<file path="src/rmbh_pkg.sv">
// Shared constants, types and helper functions of the rotate-multiply byte hash.
// No dependencies; used by every module of the block.
`default_nettype none

package rmbh_pkg;

  localparam int unsigned WORD_W = 32;
  localparam int unsigned BYTE_W = 8;

  // Default number of finished-message words the queue can hold.
  localparam int unsigned QUEUE_DEPTH_DEF = 2;

  localparam logic [WORD_W-1:0] SECONDARY_INIT = 32'h6F5B_1F1B;
  localparam logic [WORD_W-1:0] BYTE_MULT      = 32'h9E37_79B1;
  localparam logic [WORD_W-1:0] FINAL_MULT     = 32'h204E_6FCE;

  // Byte phase at which the two running words are cross-mixed.
  localparam logic [1:0] MIX_PHASE = 2'd3;

  typedef logic [WORD_W-1:0] word_t;

  // Queue status seen by the front and back parts.
  typedef struct packed {
    logic full;
    logic empty;
  } q_stat_t;

  // Rotate a word left by a fixed amount (1 to 31).
  function automatic word_t rotl(input word_t x, input int unsigned n);
    rotl = (x << n) | (x >> (WORD_W - n));
  endfunction

endpackage

`default_nettype wire

</file>
<file path="src/rmbh_absorb.sv">
// Front part: accepts message bytes, runs the two running words and queues the
// combined word of each finished message. Depends on rmbh_pkg.
`default_nettype none

module rmbh_absorb (
  input  wire logic                 clk,
  input  wire logic                 rst_n,
  input  wire logic                 in_valid,
  output logic                      in_stall,
  input  wire logic [7:0]           in_data_byte,
  input  wire logic                 in_first_byte,
  input  wire logic [31:0]          in_seed,
  input  wire logic                 in_last_byte,
  input  wire rmbh_pkg::q_stat_t    q_stat,
  output logic                      q_push,
  output rmbh_pkg::word_t           q_push_data
);

  rmbh_pkg::word_t primary_r, primary_nxt;
  rmbh_pkg::word_t secondary_r, secondary_nxt;
  logic [1:0]      phase_r, phase_nxt;

  rmbh_pkg::word_t p_base, s_base, p_mul, s_add;
  logic [1:0]      ph_base;
  logic            accept;

  // Hold the source off only while the queue has no room for a finished message.
  assign in_stall = q_stat.full;
  assign accept   = in_valid && !in_stall;

  // A first byte restarts the message from the seed.
  always_comb begin
    p_base  = in_first_byte ? in_seed : primary_r;
    s_base  = in_first_byte ? rmbh_pkg::SECONDARY_INIT : secondary_r;
    ph_base = in_first_byte ? 2'd0 : phase_r;
  end

  // Absorb one byte, then cross-mix on every fourth byte.
  always_comb begin
    p_mul = (rmbh_pkg::rotl(p_base, 5) ^ {24'd0, in_data_byte}) * rmbh_pkg::BYTE_MULT;
    s_add = rmbh_pkg::rotl(s_base, 7) + p_mul;
    if (ph_base == rmbh_pkg::MIX_PHASE) begin
      primary_nxt   = p_mul ^ s_add;
      secondary_nxt = rmbh_pkg::rotl(p_mul ^ s_add, 13);
    end else begin
      primary_nxt   = p_mul;
      secondary_nxt = s_add;
    end
    phase_nxt = ph_base + 2'd1;
  end

  // The last byte hands the combined word to the finalization side.
  assign q_push      = accept && in_last_byte;
  assign q_push_data = primary_nxt ^ secondary_nxt;

  always_ff @(posedge clk) begin
    if (!rst_n) begin
      primary_r   <= '0;
      secondary_r <= rmbh_pkg::SECONDARY_INIT;
      phase_r     <= 2'd0;
    end else if (accept) begin
      primary_r   <= primary_nxt;
      secondary_r <= secondary_nxt;
      phase_r     <= phase_nxt;
    end
  end

endmodule

`default_nettype wire

</file>
<file path="src/rmbh_queue.sv">
// Short queue of finished-message words between the front and back parts.
// Depends on rmbh_pkg.
`default_nettype none

module rmbh_queue #(
  parameter int unsigned QUEUE_DEPTH = rmbh_pkg::QUEUE_DEPTH_DEF
) (
  input  wire logic              clk,
  input  wire logic              rst_n,
  input  wire logic              push,
  input  wire rmbh_pkg::word_t   push_data,
  input  wire logic              pop,
  output rmbh_pkg::word_t        pop_data,
  output rmbh_pkg::q_stat_t      q_stat
);

  localparam int unsigned PTR_W = (QUEUE_DEPTH > 1) ? $clog2(QUEUE_DEPTH) : 1;
  localparam int unsigned CNT_W = $clog2(QUEUE_DEPTH + 1);
  localparam logic [PTR_W-1:0] LAST_PTR = PTR_W'(QUEUE_DEPTH - 1);
  localparam logic [CNT_W-1:0] FULL_CNT = CNT_W'(QUEUE_DEPTH);

  rmbh_pkg::word_t   slots_r [QUEUE_DEPTH];
  logic [PTR_W-1:0]  wr_ptr_r, wr_ptr_nxt;
  logic [PTR_W-1:0]  rd_ptr_r, rd_ptr_nxt;
  logic [CNT_W-1:0]  count_r, count_nxt;

  // Pointers wrap at the queue depth.
  always_comb begin
    wr_ptr_nxt = wr_ptr_r;
    rd_ptr_nxt = rd_ptr_r;
    count_nxt  = count_r;
    if (push) begin
      wr_ptr_nxt = (wr_ptr_r == LAST_PTR) ? '0 : wr_ptr_r + 1'b1;
    end
    if (pop) begin
      rd_ptr_nxt = (rd_ptr_r == LAST_PTR) ? '0 : rd_ptr_r + 1'b1;
    end
    if (push && !pop) begin
      count_nxt = count_r + 1'b1;
    end else if (pop && !push) begin
      count_nxt = count_r - 1'b1;
    end
  end

  always_ff @(posedge clk) begin
    if (!rst_n) begin
      wr_ptr_r <= '0;
      rd_ptr_r <= '0;
      count_r  <= '0;
    end else begin
      wr_ptr_r <= wr_ptr_nxt;
      rd_ptr_r <= rd_ptr_nxt;
      count_r  <= count_nxt;
    end
  end

  // Payload slots need no reset.
  always_ff @(posedge clk) begin
    if (push) begin
      slots_r[wr_ptr_r] <= push_data;
    end
  end

  assign pop_data     = slots_r[rd_ptr_r];
  assign q_stat.full  = (count_r == FULL_CNT);
  assign q_stat.empty = (count_r == '0);

endmodule

`default_nettype wire

</file>
<file path="src/rmbh_final.sv">
// Back part: two-stage finalization of queued words and the result register.
// Depends on rmbh_pkg.
`default_nettype none

module rmbh_final (
  input  wire logic               clk,
  input  wire logic               rst_n,
  input  wire rmbh_pkg::q_stat_t  q_stat,
  input  wire rmbh_pkg::word_t    q_pop_data,
  output logic                    q_pop,
  output logic                    out_valid,
  input  wire logic               out_stall,
  output logic [31:0]             out_hash_value
);

  logic            mul_valid_r, mul_valid_nxt;
  rmbh_pkg::word_t mul_r;
  logic            res_valid_r, res_valid_nxt;
  rmbh_pkg::word_t res_r;
  logic            res_load, mul_load;

  // The result register frees up when it is empty or being taken.
  assign res_load = !res_valid_r || !out_stall;
  assign mul_load = !mul_valid_r || res_load;
  assign q_pop    = mul_load && !q_stat.empty;

  always_comb begin
    mul_valid_nxt = mul_load ? !q_stat.empty : mul_valid_r;
    res_valid_nxt = res_load ? mul_valid_r : res_valid_r;
  end

  always_ff @(posedge clk) begin
    if (!rst_n) begin
      mul_valid_r <= 1'b0;
      res_valid_r <= 1'b0;
    end else begin
      mul_valid_r <= mul_valid_nxt;
      res_valid_r <= res_valid_nxt;
    end
  end

  // Stage one: rotate and multiply. Stage two: fold the high half down.
  always_ff @(posedge clk) begin
    if (q_pop) begin
      mul_r <= rmbh_pkg::rotl(q_pop_data, 17) * rmbh_pkg::FINAL_MULT;
    end
    if (res_load && mul_valid_r) begin
      res_r <= mul_r ^ (mul_r >> 16);
    end
  end

  assign out_valid      = res_valid_r;
  assign out_hash_value = res_r;

endmodule

`default_nettype wire

</file>
<file path="src/rotate_multiply_byte_hash.sv">
// Rotate-multiply byte hash: absorbs one message byte per clock cycle, with one
// constant multiply in the loop that updates the two running words, so the input
// rate is one byte every cycle while in_stall is low. The finalization (a second
// multiply and a fold) runs in a separate two-stage back part, which registers each
// queued word through its multiply and result registers, holding it on a stall.
// Finished messages wait in a queue of QUEUE_DEPTH entries; the input stalls
// only while that queue is full. Each message must start with a byte that has
// first_byte set to load its seed; without it absorbing continues from the
// running words.
// Depends on rmbh_pkg, rmbh_absorb, rmbh_queue and rmbh_final.
`default_nettype none

module rotate_multiply_byte_hash #(
  parameter int unsigned QUEUE_DEPTH = rmbh_pkg::QUEUE_DEPTH_DEF
) (
  input  wire logic        clk,
  input  wire logic        rst_n,
  input  wire logic        in_valid,
  output logic             in_stall,
  input  wire logic [7:0]  in_data_byte,
  input  wire logic        in_first_byte,
  input  wire logic [31:0] in_seed,
  input  wire logic        in_last_byte,
  output logic             out_valid,
  input  wire logic        out_stall,
  output logic [31:0]      out_hash_value
);

  rmbh_pkg::q_stat_t q_stat;
  logic              q_push, q_pop;
  rmbh_pkg::word_t   q_push_data, q_pop_data;

  // Front: byte absorption.
  rmbh_absorb u_absorb (
    .clk           (clk),
    .rst_n         (rst_n),
    .in_valid      (in_valid),
    .in_stall      (in_stall),
    .in_data_byte  (in_data_byte),
    .in_first_byte (in_first_byte),
    .in_seed       (in_seed),
    .in_last_byte  (in_last_byte),
    .q_stat        (q_stat),
    .q_push        (q_push),
    .q_push_data   (q_push_data)
  );

  // Queue of finished-message words.
  rmbh_queue #(
    .QUEUE_DEPTH (QUEUE_DEPTH)
  ) u_queue (
    .clk       (clk),
    .rst_n     (rst_n),
    .push      (q_push),
    .push_data (q_push_data),
    .pop       (q_pop),
    .pop_data  (q_pop_data),
    .q_stat    (q_stat)
  );

  // Back: finalization and result register.
  rmbh_final u_final (
    .clk            (clk),
    .rst_n          (rst_n),
    .q_stat         (q_stat),
    .q_pop_data     (q_pop_data),
    .q_pop          (q_pop),
    .out_valid      (out_valid),
    .out_stall      (out_stall),
    .out_hash_value (out_hash_value)
  );

endmodule

`default_nettype wire

</file>
<file path="config.mk">
export PLATFORM = sky130hd
export DESIGN_NAME = rotate_multiply_byte_hash
export DESIGN_NICKNAME = d
export VERILOG_FILES = /design/src/rmbh_pkg.sv /design/src/rmbh_absorb.sv /design/src/rmbh_queue.sv /design/src/rmbh_final.sv /design/src/rotate_multiply_byte_hash.sv
export SDC_FILE = /design/constraint.sdc
export NUM_CORES = 2
export LEC_CHECK = 0
export ABC_AREA = 0
export BUFFER_PORTS_ARGS = -buffer_cell sky130_fd_sc_hd__buf_2
export CAP_MARGIN = 10
export CORE_MARGIN = 2
export CORE_UTILIZATION = 66
export CTS_CLUSTER_DIAMETER = 30
export DETAILED_ROUTE_END_ITERATION = 10
export PLACE_DENSITY = 0.83
export SLEW_MARGIN = 20
export SYNTH_ARGS = -nofsm -noshare
export SYNTH_HDL_FRONTEND = slang
export SYNTH_SLANG_ARGS = --single-unit
</file>
<file path="constraint.sdc">
create_clock -name clk -period 13.8 [get_ports clk]
set_clock_uncertainty 0.05 [all_clocks]
set_input_delay 0.69 -clock clk [delete_from_list [all_inputs] [get_ports clk]]
set_output_delay 0.69 -clock clk [all_outputs]
set_load 0.01 [all_outputs]
</file>
# [Word level (Yosys, flattened, before mapping)]
# Memory sizes are Yosys's and may differ from the RTL's. A register that Yosys moved wholly into a read port is not among the register bits.
# Index checks and enable logic that the tools add are counted.
[totals] reg_bits=135 mem_bits_rw=64 output_inout_bits=34 elab_cells=59 n_memories=1
[memory_table] memory="u_queue.slots_r" depth=2 word_bits=32 read_ports=1 rd_clocked_by_memory_dff=1 wr=1 line_no="rmbh_queue.sv:22" text="rmbh_pkg::word_t slots_r [QUEUE_DEPTH];"
[op_classes] n_addsub=6 n_mul=2 n_eq_ne=2 n_mux=13 n_bitwise=8 reduce_logical=17
[ops] op="two-way mux 32 bit" n=4
[ops] op="bitwise XOR 32 bit" n=2
[ops] op="adder 32 bit" n=1
[ops] op="multiplier 32 x 29 -> 31 bit (second input constant)" n=1
[ops] op="multiplier 32 x 32 -> 32 bit (second input constant)" n=1
[ops] op="bitwise OR 32 x 13 -> 32 bit" n=1
[ops] op="bitwise OR 32 x 17 -> 32 bit" n=1
[ops] op="bitwise OR 32 x 5 -> 32 bit" n=1
[ops] op="bitwise OR 32 x 7 -> 32 bit" n=1
[ops] op="bitwise XOR 32 x 16 -> 32 bit" n=1
[ops] op="bitwise XOR 32 x 8 -> 32 bit" n=1
[ops] op="logical NOT 1 bit" n=7
[ops] op="logical AND 1 bit" n=6
[ops] op="two-way mux 1 bit" n=6
[ops] op="two-way mux 2 bit" n=3
[ops] op="adder 2 x 1 -> 2 bit (second input constant)" n=2
[ops] op="== test 2 bit (second input constant)" n=2
[ops] op="adder 1 bit (second input constant)" n=2
[ops] op="logical NOT 2 bit" n=1
[ops] op="logical OR 1 bit" n=2
[ops] op="nonzero test 2 bit" n=1
[ops] op="subtractor 2 x 1 -> 2 bit (second input constant)" n=1

# [Depth between registers and ports, before layout]
[logic_depth] ltp_word=9 mapped_depth=40

# [Modules after synthesis]
# A second synthesis with hierarchy kept.
[unflattened] hier_cells=2811 area_unflattened_um2=28543.6
[by_module_without_submodules] mod="rmbh_absorb" instances=1 cells_each=1723 area_per_inst_um2=15312.2
[by_module_without_submodules] mod="rmbh_final" instances=1 cells_each=966 area_per_inst_um2=10702.8
[by_module_without_submodules] mod="rmbh_queue" instances=1 cells_each=122 area_per_inst_um2=2528.7

# [Least setup slack after synthesis]
# No wires, ideal clock.
[synth_path] path_type="input to register" start="in in_first_byte" end="mem u_queue.slots_r[0][10] in the netlist's numbering, data pin" setup_ns=0.267 arrival_time_ns=10.026 required_ns=13.483 setup_slack_ns=3.456 cell_stages=40 path_buffers=5 cell_sequence="buf_6 > buf_6 > clkbuf_1 > buf_1 > mux2i_1 > inv_1 > ha_1 > ha_1 > fa_1 > inv_1 > fa_1 > inv_1 > fa_1 > inv_1 > fa_1 > inv_1 > fa_1 > inv_1 > [... 4 more ...] > a21oi_1 > o21bai_1 > or4b_1 > a31o_2 > o21ai_2 > xor2_2 > inv_1 > ha_1 > clkbuf_1 > nand2_1 > nor2_1 > nand3_1 > a2111o_1 > and2_1 > a311oi_2 > xor2_1 > nor2_1 > xor2_1"
[synth_between] elab_chain_len=9 elab_cells_between_ends=14
[synth_rtl] item="start, declared" line_no="rotate_multiply_byte_hash.sv:21" text="input wire logic in_first_byte,"
[synth_rtl] item="two-way mux 32 bit" line_no="rmbh_absorb.sv:33" text="p_base = in_first_byte ? in_seed : primary_r;"
[synth_rtl] item="bitwise OR 32 x 5 -> 32 bit" line_no="rmbh_pkg.sv:30" text="rotl = (x << n) | (x >> (WORD_W - n));"
[synth_rtl] item="bitwise XOR 32 x 8 -> 32 bit" line_no="rmbh_absorb.sv:40" text="p_mul = (rmbh_pkg::rotl(p_base, 5) ^ {24'd0, in_data_byte}) * rmbh_pkg::BYTE_MULT;"
[synth_rtl] item="multiplier 32 x 32 -> 32 bit" line_no="rmbh_absorb.sv:40"
[synth_rtl] item="adder 32 bit" line_no="rmbh_absorb.sv:41" text="s_add = rmbh_pkg::rotl(s_base, 7) + p_mul;"
[synth_rtl] item="bitwise XOR 32 bit" line_no="rmbh_absorb.sv:43, rmbh_absorb.sv:44"
[synth_rtl] item="bitwise OR 32 x 13 -> 32 bit" line_no="rmbh_pkg.sv:30"
[synth_rtl] item="two-way mux 32 bit" line_no="rmbh_absorb.sv:42" text="if (ph_base == rmbh_pkg::MIX_PHASE) begin"
[synth_rtl] item="bitwise XOR 32 bit *" line_no="rmbh_absorb.sv:54" text="assign q_push_data = primary_nxt ^ secondary_nxt;"
[synth_rtl] item="via q_push_data[10]" line_no="rotate_multiply_byte_hash.sv:31" text="rmbh_pkg::word_t q_push_data, q_pop_data;"
[synth_rtl] item="end, declared" line_no="rmbh_queue.sv:22"
# The timed path passes the listed nets; every way through them passes the cells marked *.

# [Worst setup path after layout]
[layout_path] start="in in_first_byte" end="mem u_queue.slots_r[1][9] in the netlist's numbering, data pin"
# The elaborated chain is that of the path after synthesis.

==> qor.yml <==
fin_tns_setup_ps: 0
drive_gt1_share_pct: 7.58
netlist_area_sq_um: 28100
min_period_ps: 11170
endpoint_kind: "flop"
max_stage_delay_ps: 630
dieArea_sq_um: 44200
cts_resized: 0
fmax_mhz: 89.5
crit_slowest_cell: "a311oi_1"
run_status: "finished clean"
n_fill_cell: 3065
place.detailed.hpwl_mm: 66.2
grt_max_degree: 97
fin_crit_sh_pct: 80.9
async_flop_share_pct: 0
htree_levels: 4
port-buffer-count: 79
clock_sinks: 197
worstSkewPairLatency_ps: 470
initial_core_util_pct: 67.0
coreArea_sq_um: 41900
grt_pass1_wl_mm: 122
post-cts-setup-buffer-count: 0
worstSetupStartpoint: "in_first_byte"
cp.arrival_ps: 11320
cts_buffer_depth: 2
final_nets: 3631
cts_root_buffer: "clkbuf_16"
hold_viol_final: 0
numCtsBuffers: 17
drt-total-wl_mm: 77.8
grt_pass1_vias: 21800
slew_headroom_pct: 29.9
antenna_found_initial: 1
synth_edf_count: 124
worstRegToRegCells: 35
yosys_most_used_dff: "edfxtp_1"
ys_top_cells_by_area: "fa_1 29%, ha_1 16%, edfxtp_1 13%"
first_iter_violations: 1705
die_height_um: 210
synthCells: 2756
overflow: 0
startpoint_type: "input port"
rows: 75
drtAntennaViolNets: 0
cp_max_fo: 10
crit_required_ps: 13950
cts_hold_buf: 0
ys_ff_latch: 197
maxSlewViolCount: 0
synth_top_area_cell: "fa_1"
setup_viol: 0
place_congestion: 1.04
antennaDiodeCount: 0
cts_tree: "done"
synth_top_area_share_pct: 29.2
tightest_slew_ps: 1050
r2r_slack_ps: 2840
io_pins: 80
synth_fp_nets: 3575
grt_usage_pct: 37.1
clk_pin_slew_ps: 80
die_x_um: 210
rsz0062_at_grt: "false"
min_path_type: "flop to flop"
worstReg2RegStart: "u_absorb.primary_r[0]"
hold_path_depth: 0
synth.avg_cell_area_sq_um: 10.2
cap_violations: 0
drtPass1Iterations: 8
crit_type: "input port to flop"
min_from: "u_final.mul_r[16]"
wl_per_cell_um: 23.1
area_growth_pct: 5.65
drc: 0
ys_warn_count: 0
vias: 20200
ys_seq_area_share_pct: 18.5
yosysUniqueCellTypes: 78
vias_per_cell: 6.01
synthesized netlist by cell type, types with 9 or more instances:
library cell / count
inv_1: 651
fa_1: 409
ha_1: 364
xnor2_1: 150
edfxtp_1: 124
nor2_1: 107
a21oi_1: 106
nand2_1: 102
xor2_1: 91
o21ai_0: 81
dfxtp_1: 73
clkbuf_1: 41
mux2i_1: 38
a21o_1: 36
a211oi_1: 31
nor3_1: 27
or2_2: 26
mux2_2: 25
nand3_1: 25
nor2b_1: 18
a31oi_1: 17
o21a_1: 16
o21bai_1: 16
nand2b_1: 14
o211ai_1: 14
a211o_1: 10
and2_1: 10
buf_1: 9
xnor3_1: 9
path summary, 6_finish.rpt:
path,end
min reg2reg,u_final.out_hash_value[16]
max reg2reg,u_queue.slots_r[1][9]
max,u_queue.slots_r[1][9]
min,u_final.out_hash_value[16]
layout make-up:
class	count	area [sq um]	share of cell area, %
Tap cell	539	674	2.27
Sequential cell	197	5180	17.5
Clock inverter	15	230	0.776
Multi-Input combinational cell	1850	20200	68.1
Timing Repair Buffer	94	508	1.71
Inverter	652	2450	8.25
Clock buffer	17	425	1.43
stage by stage:
stage | cell area [sq um] | instances | setup slack [ps] | hold WS (ps) | util (%)
after floorplan | 28100 | 2756 | 3460 | 350 | -
after global placement | 29000 | 3332 | 2560 | 369 | 69.2
after detailed placement | 29000 | 3332 | 2270 | 375 | 69.2
after CTS | 29700 | 3364 | 2750 | 396 | 70.7
after global routing | 29700 | 3364 | 2040 | 407 | 70.7
final | 29700 | 3364 | 2630 | 395 | 70.7
cells by family after synthesis:
logic type,count (synthesis),synth area share (%)
AOI/OAI and AO/OA,394,9.32
xor gates and xnor gates,257,8.67
adders and majority gates,774,45.4
and+or+nand+nor,360,6.01
DFF,197,18.5
muxes,65,2.49
buffers and inverters,709,9.65
cells in the final DEF, fill, tap and decap left out, types with 31 or more instances in the layout:
| master | netlist | routed |
|---|---|---|
| edfxtp_1 | 124 | 124 |
| dfxtp_1 | 73 | 73 |
| mux2i_1 | 38 | 38 |
| a21oi_1 | 106 | 106 |
| buf_2 | 1 | 79 |
| o21ai_0 | 81 | 81 |
| ha_1 | 364 | 363 |
| nand2_1 | 102 | 102 |
| xnor2_1 | 150 | 150 |
| fa_1 | 409 | 409 |
| xor2_1 | 91 | 91 |
| inv_1 | 651 | 650 |
| a211oi_1 | 31 | 31 |
| nor2_1 | 107 | 106 |
| a21o_1 | 36 | 36 |
critical path, delay by kind of cell:
kind                     cells  cell delay (ps)
adder cells (fa/ha/maj)      9             4340
AO/OA/AOI/OAI               10             3200
XOR/XNOR                     5             1660
buffers and inverters        9              970
multiplexers                 1              270
AND/OR/NAND/NOR              2              170
routing by layer:
metal | part of all wire [%] | GRT usage, % | up-vias
li1 | - | - | 8959
met1 | 37 | 44.0 | 10100
met2 | 48 | 62.0 | 903
met3 | 6.2 | 5.54 | 282
met4 | 8.6 | 27.5 | 2
met5 | 0.017 | 0 | -
registers in the layout, indices dropped and copies added, names as in the netlist, named ones only:
name,cells
u_final.mul_r,31
u_absorb.phase_r,2
u_queue.wr_ptr_r,1
u_absorb.primary_r,32
u_queue.rd_ptr_r,1
u_final.mul_valid_r,1
u_final.out_hash_value,31
u_final.out_valid,1
u_queue.count_r,2
u_absorb.secondary_r,32
u_queue.slots_r,62
Power is left out: the tool's default activity adds up to more than one toggle a clock period on the data nets, which glitch-free logic cannot reach.
